### src/sv/mhpq_pkg.sv
// shared types, constants and codes for the max heap priority queue
`default_nettype none

package mhpq_pkg;

   localparam int CAPACITY = 128;
   localparam int VALUE_W  = 32;
   localparam int COUNT_W  = $clog2(CAPACITY + 1);
   localparam int ECOUNT_W = 8;
   localparam int RSP_W    = 2 * VALUE_W + ECOUNT_W;

   localparam logic CMD_INSERT = 1'b0;
   localparam logic CMD_REMOVE = 1'b1;

   typedef enum logic [1:0] {
      STATUS_OK       = 2'd0,
      STATUS_OVERFLOW = 2'd1,
      STATUS_EMPTY    = 2'd2
   } status_type;

   typedef struct packed {
      logic                       insert;
      logic                       remove;
      logic signed [VALUE_W-1:0]  value;
   } cell_op_type;

endpackage

`default_nettype wire

### src/sv/mhpq_cell.sv
// one slot of the sorted cell row, shifts toward or away from the head
`default_nettype none

module mhpq_cell (
   input  wire logic                              clock,
   input  wire mhpq_pkg::cell_op_type             op,
   input  wire logic                              occupied,
   input  wire logic                              prev_take,
   input  wire logic signed [mhpq_pkg::VALUE_W-1:0] prev_value,
   input  wire logic signed [mhpq_pkg::VALUE_W-1:0] next_value,
   output logic                                   take,
   output logic signed [mhpq_pkg::VALUE_W-1:0]    value
);

   logic signed [mhpq_pkg::VALUE_W-1:0] value_ff;
   logic signed [mhpq_pkg::VALUE_W-1:0] value_in;

   // new value lands here or closer to the head
   assign take  = !(occupied && (op.value <= value_ff));
   assign value = value_ff;

   always_comb begin
      value_in = value_ff;
      if (op.insert && take) begin
         value_in = prev_take ? prev_value : op.value;
      end else if (op.remove) begin
         value_in = next_value;
      end
   end

   always_ff @(posedge clock) begin
      value_ff <= value_in;
   end

endmodule

`default_nettype wire

### config.mk
export PLATFORM = sky130hd
export DESIGN_NAME = mhpq_cell
export DESIGN_NICKNAME = d
export VERILOG_FILES = /design/src/sv/mhpq_pkg.sv /design/src/sv/mhpq_cell.sv
export SDC_FILE = /design/constraint.sdc
export NUM_CORES = 1
export LEC_CHECK = 0
export BUFFER_PORTS_ARGS = -buffer_cell sky130_fd_sc_hd__clkbuf_2
export CAP_MARGIN = 25
export CORE_MARGIN = 5
export CORE_UTILIZATION = 25
export DETAILED_ROUTE_END_ITERATION = 10
export PLACE_DENSITY = 0.61
export RECOVER_POWER = 25
export SLEW_MARGIN = 10
export SYNTH_ARGS = -nofsm -noshare
export SYNTH_HDL_FRONTEND = slang
export SYNTH_SLANG_ARGS = --single-unit
### constraint.sdc
create_clock -name clock -period 7.9 [get_ports clock]
set_input_delay 0.395 -clock clock [delete_from_list [all_inputs] [get_ports clock]]
set_output_delay 0.395 -clock clock [all_outputs]
set_load 0.005 [all_outputs]
==> Word level (Yosys, flattened, before mapping) <==
Index checks and enable logic that the tools add are counted.
{ "totals": {"reg_bits": 32, "input_bits": 101, "wordCells": 9} }
{ "op_classes": {"order_cmp": 1, "mux": 3, "n_reduce_logical": 4} }
{ "op_table": {"columns": ["op", "count"], "rows": [
  ["32-bit two-way mux", 3],
  ["32-bit <= comparator", 1],
  ["1-bit logical AND", 2],
  ["2-bit nonzero test", 1],
  ["1-bit zero test", 1]
]} }

==> Logic depth before layout (Yosys ltp) <==
Gate-level depths: netlist of run 1.
{ "depth": {"ltp_word": 5, "ltp_mapped": 10, "mapped_depth_nobuf": 9} }

==> Worst setup path before layout of run 1 <==
No wires, ideal clock.
{ "synth_path": {"kind": "input to register", "from": "input port op[31] in the netlist's numbering", "to": "register value_ff (netlist bit value[0]), enable pin", "setup_ns": 0.330, "arrival_time_ns": 2.816, "slack_ns": 4.754, "stages": 8, "path_cell_list": "ha_1 -> nand4_2 -> or4_4 -> o311a_1 -> a2bb2oi_2 -> o311ai_2 -> buf_6 -> or2_2"} }
{ "synth_between": {"elab_chain_len": 5} }
{ "synth_rtl": {"columns": ["element", "line", "text"], "rows": [
  ["from (decl)", "mhpq_cell.sv:6", "input wire mhpq_pkg::cell_op_type op,"],
  ["32-bit <= comparator", "mhpq_cell.sv:19", "assign take = !(occupied && (op.value <= value_ff));"],
  ["1-bit logical AND", "mhpq_cell.sv:19", null],
  ["1-bit zero test", "mhpq_cell.sv:19", null],
  ["1-bit logical AND", "mhpq_cell.sv:24", "if (op.insert && take) begin"],
  ["2-bit nonzero test (no source line)", null, null],
  ["to (signal assigned)", "mhpq_cell.sv:32", "value_ff <= value_in;"],
  ["to (decl)", "mhpq_cell.sv:15", "logic signed [mhpq_pkg::VALUE_W-1:0] value_ff;"]
]} }
Every way passes these cells.
A chain may end at the register's enable or synchronous reset.

==> Worst setup path in the final report of run 1 <==
{ "layout_path": {"from": "register value_ff (netlist bit value[31])", "to": "register value_ff (netlist bit value[0]) (data pin)"} }
{ "layout_between": {"elab_chain_len": 5} }
{ "layout_rtl": {"columns": ["element", "line", "text"], "rows": [
  ["32-bit <= comparator", "mhpq_cell.sv:19", null],
  ["1-bit logical AND", "mhpq_cell.sv:19", null],
  ["1-bit zero test", "mhpq_cell.sv:19", null],
  ["1-bit logical AND", "mhpq_cell.sv:24", null],
  ["32-bit two-way mux", "mhpq_cell.sv:24", null],
  ["via value_in, one bit", "mhpq_cell.sv:16", "logic signed [mhpq_pkg::VALUE_W-1:0] value_in;"]
]} }
The timed path passes the listed nets, and every way through them passes these cells.

==> impl_metrics.ini, run 1 <==
[routing]
drtAntennaViolNets = 0
drt_iter0_drc = 95
drt_pass1_iterations = 4
wirelength_mm = 7.11
via_per_inst = 4.36
routedWlPerCell_um = 14.1
vias = 2195
drc_errors = 0

[global_route]
antenna_found_initial = 0
gr-usage-met1 = 0.138
grt_pass1_wl_mm = 10.8
grtUsageMet3 = 0.0285
grt-busiest-layer = met2
grt_max_degree = 34
overflow = 0
grtUsageTotal = 0.106
gr-usage-met2 = 0.178
grt_pass1_vias = 2255

[cells_and_area]
regMostFlops = value
area_delta_synth_final_pct = 32.2
fin_nets = 495
top_regs = value (32)
antennaDiodeCount = 0
instances_no_fill = 503
drive_gt1_frac = 0.545
largest_register_ffs = 32

[setup_path]
reg2regPathDepth = 9
cp.required_ps = 7930
path_class = flop to flop
critical_path_peak_fanout = 32
worstPathCellList = inv_1, ha_1, nand4_2, or4_4, nor3_1, o21ai_0, o311ai_4, buf_4, mux2_2
crit_path_end_kind = flop
crit_path_max_incr_delay_ps = 590
cp-start-kind = flop
critPathSlowestCell = or4_4
worstPathArrival_ps = 3360

[sta]
hold_violations = 0
max_freq_mhz = 300
post-route-min-period_ps = 3340
setup_tns_ps = 0
fin_crit_sh = 0.422
maxSlewHeadroom = 0.443
tightestPinTransition_ps = 835
final.setup.worst_slack_ps = 4560
rsz0062_at_grt = no
finalMaxSlewViolations = 0
setup_viol = 0
clock_skew_ps = 8.44

[synthesis]
synthTopCellsByArea = edfxtp_1, mux2_4, ha_1
synth.cell_area_um2 = 2720
yosysSeqAreaShare = 0.353
syn_nets = 361
netlist_instances = 228
ys_types = 26
async_flop_share = 0
synth_seq_cells = 32
synth-edff-count = 32
synth_ff_type = edfxtp_1
netlist.area_leader.share = 0.353
yosysTopAreaCell = edfxtp_1
synth_common_cells = inv_1, mux2_2, edfxtp_1, ha_1, mux2_4
synth_most_common_cell = inv_1
postSynthAreaPerCell_um2 = 11.9
ys_warn_count = 0

[floorplanning]
die_y_um = 114
start_util = 0.253
dieWidth_um = 114
std_cell_rows = 38
die_area_um2 = 13100
core_area_um2 = 10700
io_pins = 134

[clocking]
ctsLongestPathBuffers = 2
cts-buffers-inserted = 5
clk_pin_slew_ps = 70
root_buffer = clkbuf_8
cts_tree = done
clock_latency_ps = 280
numClockSinks = 32
postCtsResizedCells = 0
cts_hold_buf = 0
post_cts_buffers = 0
h-tree-depth = 2

[placed_design]
dp_slack_ps = 4490
place.gp.congestion = 0.787
place.port_buffers = 133
hpwl_mm = 5.94
dpl.cell_count = 495

[job]
drv_cap = 0

[run_status]
outcome = complete, no violations

[power]
finalPower_w = 0.000662
vdd_drop_max_mv = 0.0717
leakage_nw = 1.80
power_density_nw_per_um2 = 184

[worst_hold_path]
min_path_type = input port to flop
holdPathStages = 2
## report_power, final
| group | internal [W] | switching [W] | leakage [nW] |
|---|---|---|---|
| Combinational | 0.000149 | 0.000136 | 1.43 |
| Clock | 0.0000614 | 0.0000607 | 0.0399 |
| Sequential | 0.000236 | 0.0000188 | 0.324 |
| Total | 0.000447 | 0.000216 | 1.80 |
## per-layer routing
| layer | wire, µm | up-vias |
|---|---|---|
| li1 | - | 1110 |
| met1 | 3270 | 994 |
| met2 | 3270 | 86 |
| met3 | 522 | 5 |
| met4 | 57 | 0 |
| met5 | 0 | - |
## cell type report
cell class	instances	area (µm²)
clock buffers	7	76.3
flip-flops and latches	32	961
well taps	140	175
inverters	35	131
fillers	1140	7150
clock inverters	1	3.75
repair buffers	134	659
multi-input cells	154	1590
## worst max-delay path: cells and delay by family, from the launching register on
family                     cells  cell delay [ps]
AOI/OAI and AO/OA              2              300
DFF                            1              360
muxes                          1              400
adders and majority gates      1              430
and+or+nand+nor                3              960
buffers and inverters          2              610
## per-stage QoR
stage	util	cell area, µm²	hold WS [ps]
after floorplan	-	2720	613
after global placement	0.329	3530	697
after detailed placement	0.329	3530	700
after CTS	0.336	3610	398
after global routing	0.335	3600	396
final	0.335	3600	411
## cells in the final DEF, fill, tap and decap left out
cell type / instances
buf_4: 1
a2111o_1: 1
nand4_2: 1
o21ai_0: 6
nor2b_1: 1
edfxtp_1: 32
inv_1: 35
clkbuf_2: 122
o311ai_4: 1
clkbuf_8: 5
or4_4: 1
o311a_1: 1
or2_2: 1
o32a_2: 1
nand2_1: 10
mux2_4: 29
nor3_1: 3
mux2_2: 34
clkbuf_1: 13
a2bb2oi_2: 1
a221oi_1: 1
a21bo_2: 1
ha_1: 32
nand3_1: 3
a21oi_1: 16
o211ai_1: 2
nand4_1: 7
or3_1: 1
clkinv_1: 1
## final timing paths
path	start	end	slack, ps
max reg2reg	value[31]$_DFFE_PP_	value[0]$_DFFE_PP_	4560
min reg2reg	value[31]$_DFFE_PP_	value[26]$_DFFE_PP_	1600
min	next_value[4]	value[4]$_DFFE_PP_	410
max	value[31]$_DFFE_PP_	value[0]$_DFFE_PP_	4560
## kinds of logic after synthesis
group                    synth area share
buffers and inverters              0.0662
AND/OR/NAND/NOR                    0.0566
multiplexers                        0.301
flip-flops                          0.353
AO/OA/AOI/OAI                      0.0763
adder cells (fa/ha/maj)             0.147
Note: power is estimated with default switching activity, not from simulation.
==> inputs of run 2 (changes only) <==
ABC_AREA = 1   (was not set)
clock period = 3.3 ns   (was 7.9 ns; I/O delays follow)
==> impl_metrics.ini, run 2 <==
[run_status]
outcome = complete, no violations

[synthesis]
netlist.area_leader.share = 0.354
synth.cell_area_um2 = 2710
synth_seq_cells = 32
synth_most_common_cell = nand2_1
ys_warn_count = 0
synth-edff-count = 32
synthTopCellsByArea = edfxtp_1, ha_1, nand2_1
async_flop_share = 0
syn_nets = 458
postSynthAreaPerCell_um2 = 8.35
synth_ff_type = edfxtp_1
netlist_instances = 325
yosysTopAreaCell = edfxtp_1
ys_types = 18
synth_common_cells = nand2_1, inv_1, nand3_1
yosysSeqAreaShare = 0.354

[sta]
hold_ws_ps = 148
clock_skew_ps = 3.19
post-route-min-period_ps = 2720
max_freq_mhz = 367
hold_violations = 0
tightestPinTransition_ps = 896
fin_crit_sh = 0.825
finalMaxSlewViolations = 0
setup_viol = 0
rsz0062_at_grt = no
setup_tns_ps = 0
maxSlewHeadroom = 0.403

[global_route]
grt_max_degree = 34
overflow = 0
grtUsageTotal = 0.121
grt_pass1_vias = 2823
antenna_found_initial = 0
grt_pass1_wl_mm = 12.8

[cells_and_area]
antennaDiodeCount = 0
register_area_um2 = 961
instances_no_fill = 593
regMostFlops = value
postLayoutCellArea_um2 = 3540
utilization = 0.330
largest_register_ffs = 32
top_regs = value (32)
fillers = 1168
multi_input_area_um2 = 1510
area_delta_synth_final_pct = 30.5
fin_nets = 586
final_cell_mix = clkbuf_2, nand2_1, inv_1
drive_gt1_frac = 0.355
layout_commonest_cell = clkbuf_2

[clocking]
clk_pin_slew_ps = 70
numClockSinks = 32
root_buffer = clkbuf_8
ctsLongestPathBuffers = 2
postCtsResizedCells = 0
cts_hold_buf = 0
clock_latency_ps = 280
cts_tree = done
post_cts_buffers = 0
h-tree-depth = 2
cts-buffers-inserted = 5

[worst_hold_path]
hp-start = next_value[25]
min_path_type = input port to flop
holdPathStages = 3

[routing]
vias = 2569
drtAntennaViolNets = 0
wirelength_mm = 7.82
via_per_inst = 4.33
drc_errors = 0
drt_iter0_drc = 115
routedWlPerCell_um = 13.2
drt_pass1_iterations = 4

[setup_path]
critical_path_peak_fanout = 33
reg2regPathDepth = 13
r2r_setup_slack_ps = 580
cp.required_ps = 3230
r2r-end = value[10]$_DFFE_PP_
regToRegStartpoint = value[31]$_DFFE_PP_
crit_end = value[10]$_DFFE_PP_
worstPathArrival_ps = 2650
cp-start-kind = flop
path_class = flop to flop
crit_path_end_kind = flop
startpoint = value[31]$_DFFE_PP_

[floorplanning]
die_y_um = 114
dieWidth_um = 114
die_area_um2 = 13000
io_pins = 134
std_cell_rows = 38
core_area_um2 = 10700
start_util = 0.253

[job]
drv_cap = 0

[power]
power_density_nw_per_um2 = 393
vdd_drop_max_mv = 0.179
leakage_nw = 1.91

[placed_design]
hpwl_mm = 6.30
place.gp.congestion = 0.772
dpl.cell_count = 586
postPlaceCellArea_um2 = 3480
place.port_buffers = 133
run 2: worst min path at each step:
| stage | end | slack (ps) |
|---|---|---|
| 6_report | value[25]$_DFFE_PP_ | 150 |
| 5_1_grt | value[19]$_DFFE_PP_ | 160 |
| 4_1_cts | value[25]$_DFFE_PP_ | 140 |
| 3_5_place_dp | value[25]$_DFFE_PP_ | 430 |
| 3_3_place_gp | value[25]$_DFFE_PP_ | 430 |
| 2_1_floorplan | value[0]$_DFFE_PP_ | 340 |
run 2: layout make-up:
cell class              instances  area share
inverters                      42      0.0445
clock inverters                 1     0.00141
well taps                     140      0.0495
flip-flops and latches         32       0.271
multi-input cells             237       0.426
clock buffers                   6      0.0205
repair buffers                135       0.187
run 2: per-layer routing:
metal,vias to the layer above,GRT usage,part of all wire
li1,1332,-,-
met1,1136,0.146,0.43
met2,99,0.219,0.48
met3,2,0.0317,0.087
met4,0,0.0190,0.0033
met5,-,0,0
run 2: cells by family (layout without fill, tap and decap cells):
| logic type | Yosys count | in the layout | share of synthesized area |
|---|---|---|---|
| muxes | 31 | 31 | 0.129 |
| adders and majority gates | 32 | 32 | 0.148 |
| buffers and inverters | 56 | 184 | 0.0899 |
| AOI/OAI and AO/OA | 20 | 20 | 0.0396 |
| and+or+nand+nor | 154 | 154 | 0.240 |
| DFF | 32 | 32 | 0.354 |
run 2: metrics by stage:
stage / power, W / setup WS [ps]
after floorplan: 0.000914 / 562
after global placement: 0.00111 / 575
after detailed placement: 0.00113 / 540
after CTS: 0.00143 / 540
after global routing: 0.00152 / 267
final: 0.00139 / 578
run 2: power by group:
part	switching (W)	total, W	internal [W]
clock	0.000149	0.000292	0.000144
combinational	0.000299	0.000527	0.000228
sequential	0.0000351	0.000572	0.000537
run 2: worst max-delay path, cell delays in order (launching register included):
cell and delay [ps]:
edfxtp_1 340, inv_1 50, ha_1 360, nand2_1 100
nor2_2 130, nand2_1 120, nor2_2 150, nand2_1 80
nand3_1 80, nand3_2 100, nand2_4 80, nand2_4 220
nand2_1 140, buf_4 400
==> inputs of run 3 (changes only) <==
clock period = 2.6 ns   (was 3.3 ns; I/O delays follow)
==> impl_metrics.ini, run 3 (synthesis gave the netlist of run 2 again) <==
[sta]
tightestPinTransition_ps = 884
finalMaxSlewViolations = 0
setup_viol = 0
hold_violations = 0
maxSlewHeadroom = 0.410
final.setup.worst_slack_ps = 222
max_freq_mhz = 421
fin_crit_sh = 0.914
rsz0062_at_grt = yes
clock_skew_ps = 8.05
post-route-min-period_ps = 2380

[floorplanning]
io_pins = 134
die_y_um = 114
std_cell_rows = 38
die_area_um2 = 13000
dieWidth_um = 114
core_area_um2 = 10700
start_util = 0.253

[placed_design]
postPlaceCellArea_um2 = 3520
place.port_buffers = 133
place.gp.congestion = 0.827
dp_slack_ps = 222
hpwl_mm = 6.55

[global_route]
antenna_found_initial = 0
overflow = 0
grt_pass1_wl_mm = 12.8
grt_max_degree = 34
grt_pass1_vias = 2750
grtUsageTotal = 0.123

[cells_and_area]
regMostFlops = value
fin_nets = 589
drive_gt1_frac = 0.374
layout_commonest_cell = clkbuf_2
largest_register_ffs = 32
top_regs = value (32)
postLayoutCellArea_um2 = 3630
antennaDiodeCount = 0
final_cell_mix = clkbuf_2, nand2_1, inv_1
fillers = 1144
utilization = 0.338
area_delta_synth_final_pct = 33.9

[routing]
drc_errors = 0
drt_pass1_iterations = 4
routedWlPerCell_um = 13.6
drt_iter0_drc = 89
drtAntennaViolNets = 0
via_per_inst = 4.41
wirelength_mm = 8.15
vias = 2633

[setup_path]
r2r-end = value[31]$_DFFE_PP_
reg2regPathDepth = 14
cp.required_ps = 2640
r2r_setup_slack_ps = 220
crit_path_max_incr_delay_ps = 370
cp-start-kind = flop
path_class = flop to flop
crit_path_end_kind = flop
critical_path_peak_fanout = 22
worstPathCellList = inv_1, ha_1, nand2_1, nor2_2, nand2_1, nor2_2, nand2_1, nand3_1, nand3_2, nand2_4, nand2_4, buf_4, nand2_1, nand2_1
crit_top_cell = nand2_1
critPathSlowestCell = ha_1
worstPathArrival_ps = 2420
regToRegStartpoint = value[31]$_DFFE_PP_

[worst_hold_path]
holdPathStages = 3
min_to = value[26]$_DFFE_PP_
hp-start = next_value[26]
min_path_type = input port to flop

[job]
drv_cap = 0

[clocking]
ctsLongestPathBuffers = 2
post_cts_buffers = 0
h-tree-depth = 2
clk_pin_slew_ps = 80
root_buffer = clkbuf_8
cts-buffers-inserted = 5
cts_tree = done
clock_latency_ps = 290
numClockSinks = 32

[power]
leakage_nw = 1.96
vdd_drop_max_mv = 0.181
clkPwrFrac = 0.260
p_seq_frac = 0.376
power_frac_comb = 0.365
intPower_w = 0.00128
p_switching_w = 0.000650
power_density_nw_per_um2 = 530
swShare = 0.337

[run_status]
outcome = complete, no violations
## run 3: cell types whose count changed in the layout (fill, tap and decap cells not counted)
cell | before | now
clkbuf_1 | 17 | 12
clkbuf_2 | 117 | 121
buf_12 | 0 | 2
buf_6 | 0 | 1
bufinv_16 | 0 | 1
clkinvlp_4 | 0 | 1
nand2_1 | 105 | 104
nand2_2 | 0 | 1
## run 3: area by class of cell
type	instances	area (µm²)	area share
Inverter	42	158	0.0434
Sequential cell	32	961	0.264
Tap cell	140	175	0.0482
Multi-Input combinational cell	237	1510	0.416
Clock inverter	3	42.5	0.0117
Timing Repair Buffer	138	717	0.197
Clock buffer	5	68.8	0.0189
## run 3: repair_timing
item	CTS	global route
gates resized for setup	0	4
hold buffers	0	0
endpoints found under the setup margin	0	1
## run 3: worst max path at each step
| stage | start | slack (ps) | end |
|---|---|---|---|
| 6_report | value[31]$_DFFE_PP_ | 220 | value[31]$_DFFE_PP_ |
| 5_1_grt | value[5]$_DFFE_PP_ | -10 | value[31]$_DFFE_PP_ |
| 4_1_cts | value[27]$_DFFE_PP_ | 20 | take |
| 3_5_place_dp | value[27]$_DFFE_PP_ | 220 | value[6]$_DFFE_PP_ |
| 3_3_place_gp | value[27]$_DFFE_PP_ | 240 | value[7]$_DFFE_PP_ |
| 2_1_floorplan | value[31]$_DFFE_PP_ | 170 | value[0]$_DFFE_PP_ |
## run 3: critical path, delay by kind of cell, from the launching register on
kind,cells,cell delay [ps]
DFF,1,350
and+or+nand+nor,11,1090
adders and majority gates,1,370
buffers and inverters,2,300
## run 3: metal layers
| metal | GRT usage | wire (µm) |
|---|---|---|
| met4 | 0.0261 | 104 |
| met5 | 0 | 0 |
| met1 | 0.148 | 3410 |
| met3 | 0.0322 | 677 |
| met2 | 0.220 | 3950 |
## run 3: metrics by stage
step | power, W | setup TNS, ps | hold WS [ps] | cells
after floorplan | 0.00116 | 0 | 309 | 325
after global placement | 0.00143 | 0 | 396 | 589
after detailed placement | 0.00145 | 0 | 406 | 589
after CTS | 0.00195 | 0 | 95.7 | 597
after global routing | 0.00208 | -14.9 | 107 | 597
final | 0.00193 | 0 | 102 | 597
## run 3: power groups by stage
stage	clock network, W	registers (W)	logic [W]
2_1_floorplan	0	0.000740	0.000421
3_3_place_gp	0	0.000733	0.000696
3_5_place_dp	0	0.000739	0.000708
4_1_cts	0.000512	0.000727	0.000712
5_1_grt	0.000528	0.000739	0.000812
6_report	0.000500	0.000724	0.000702
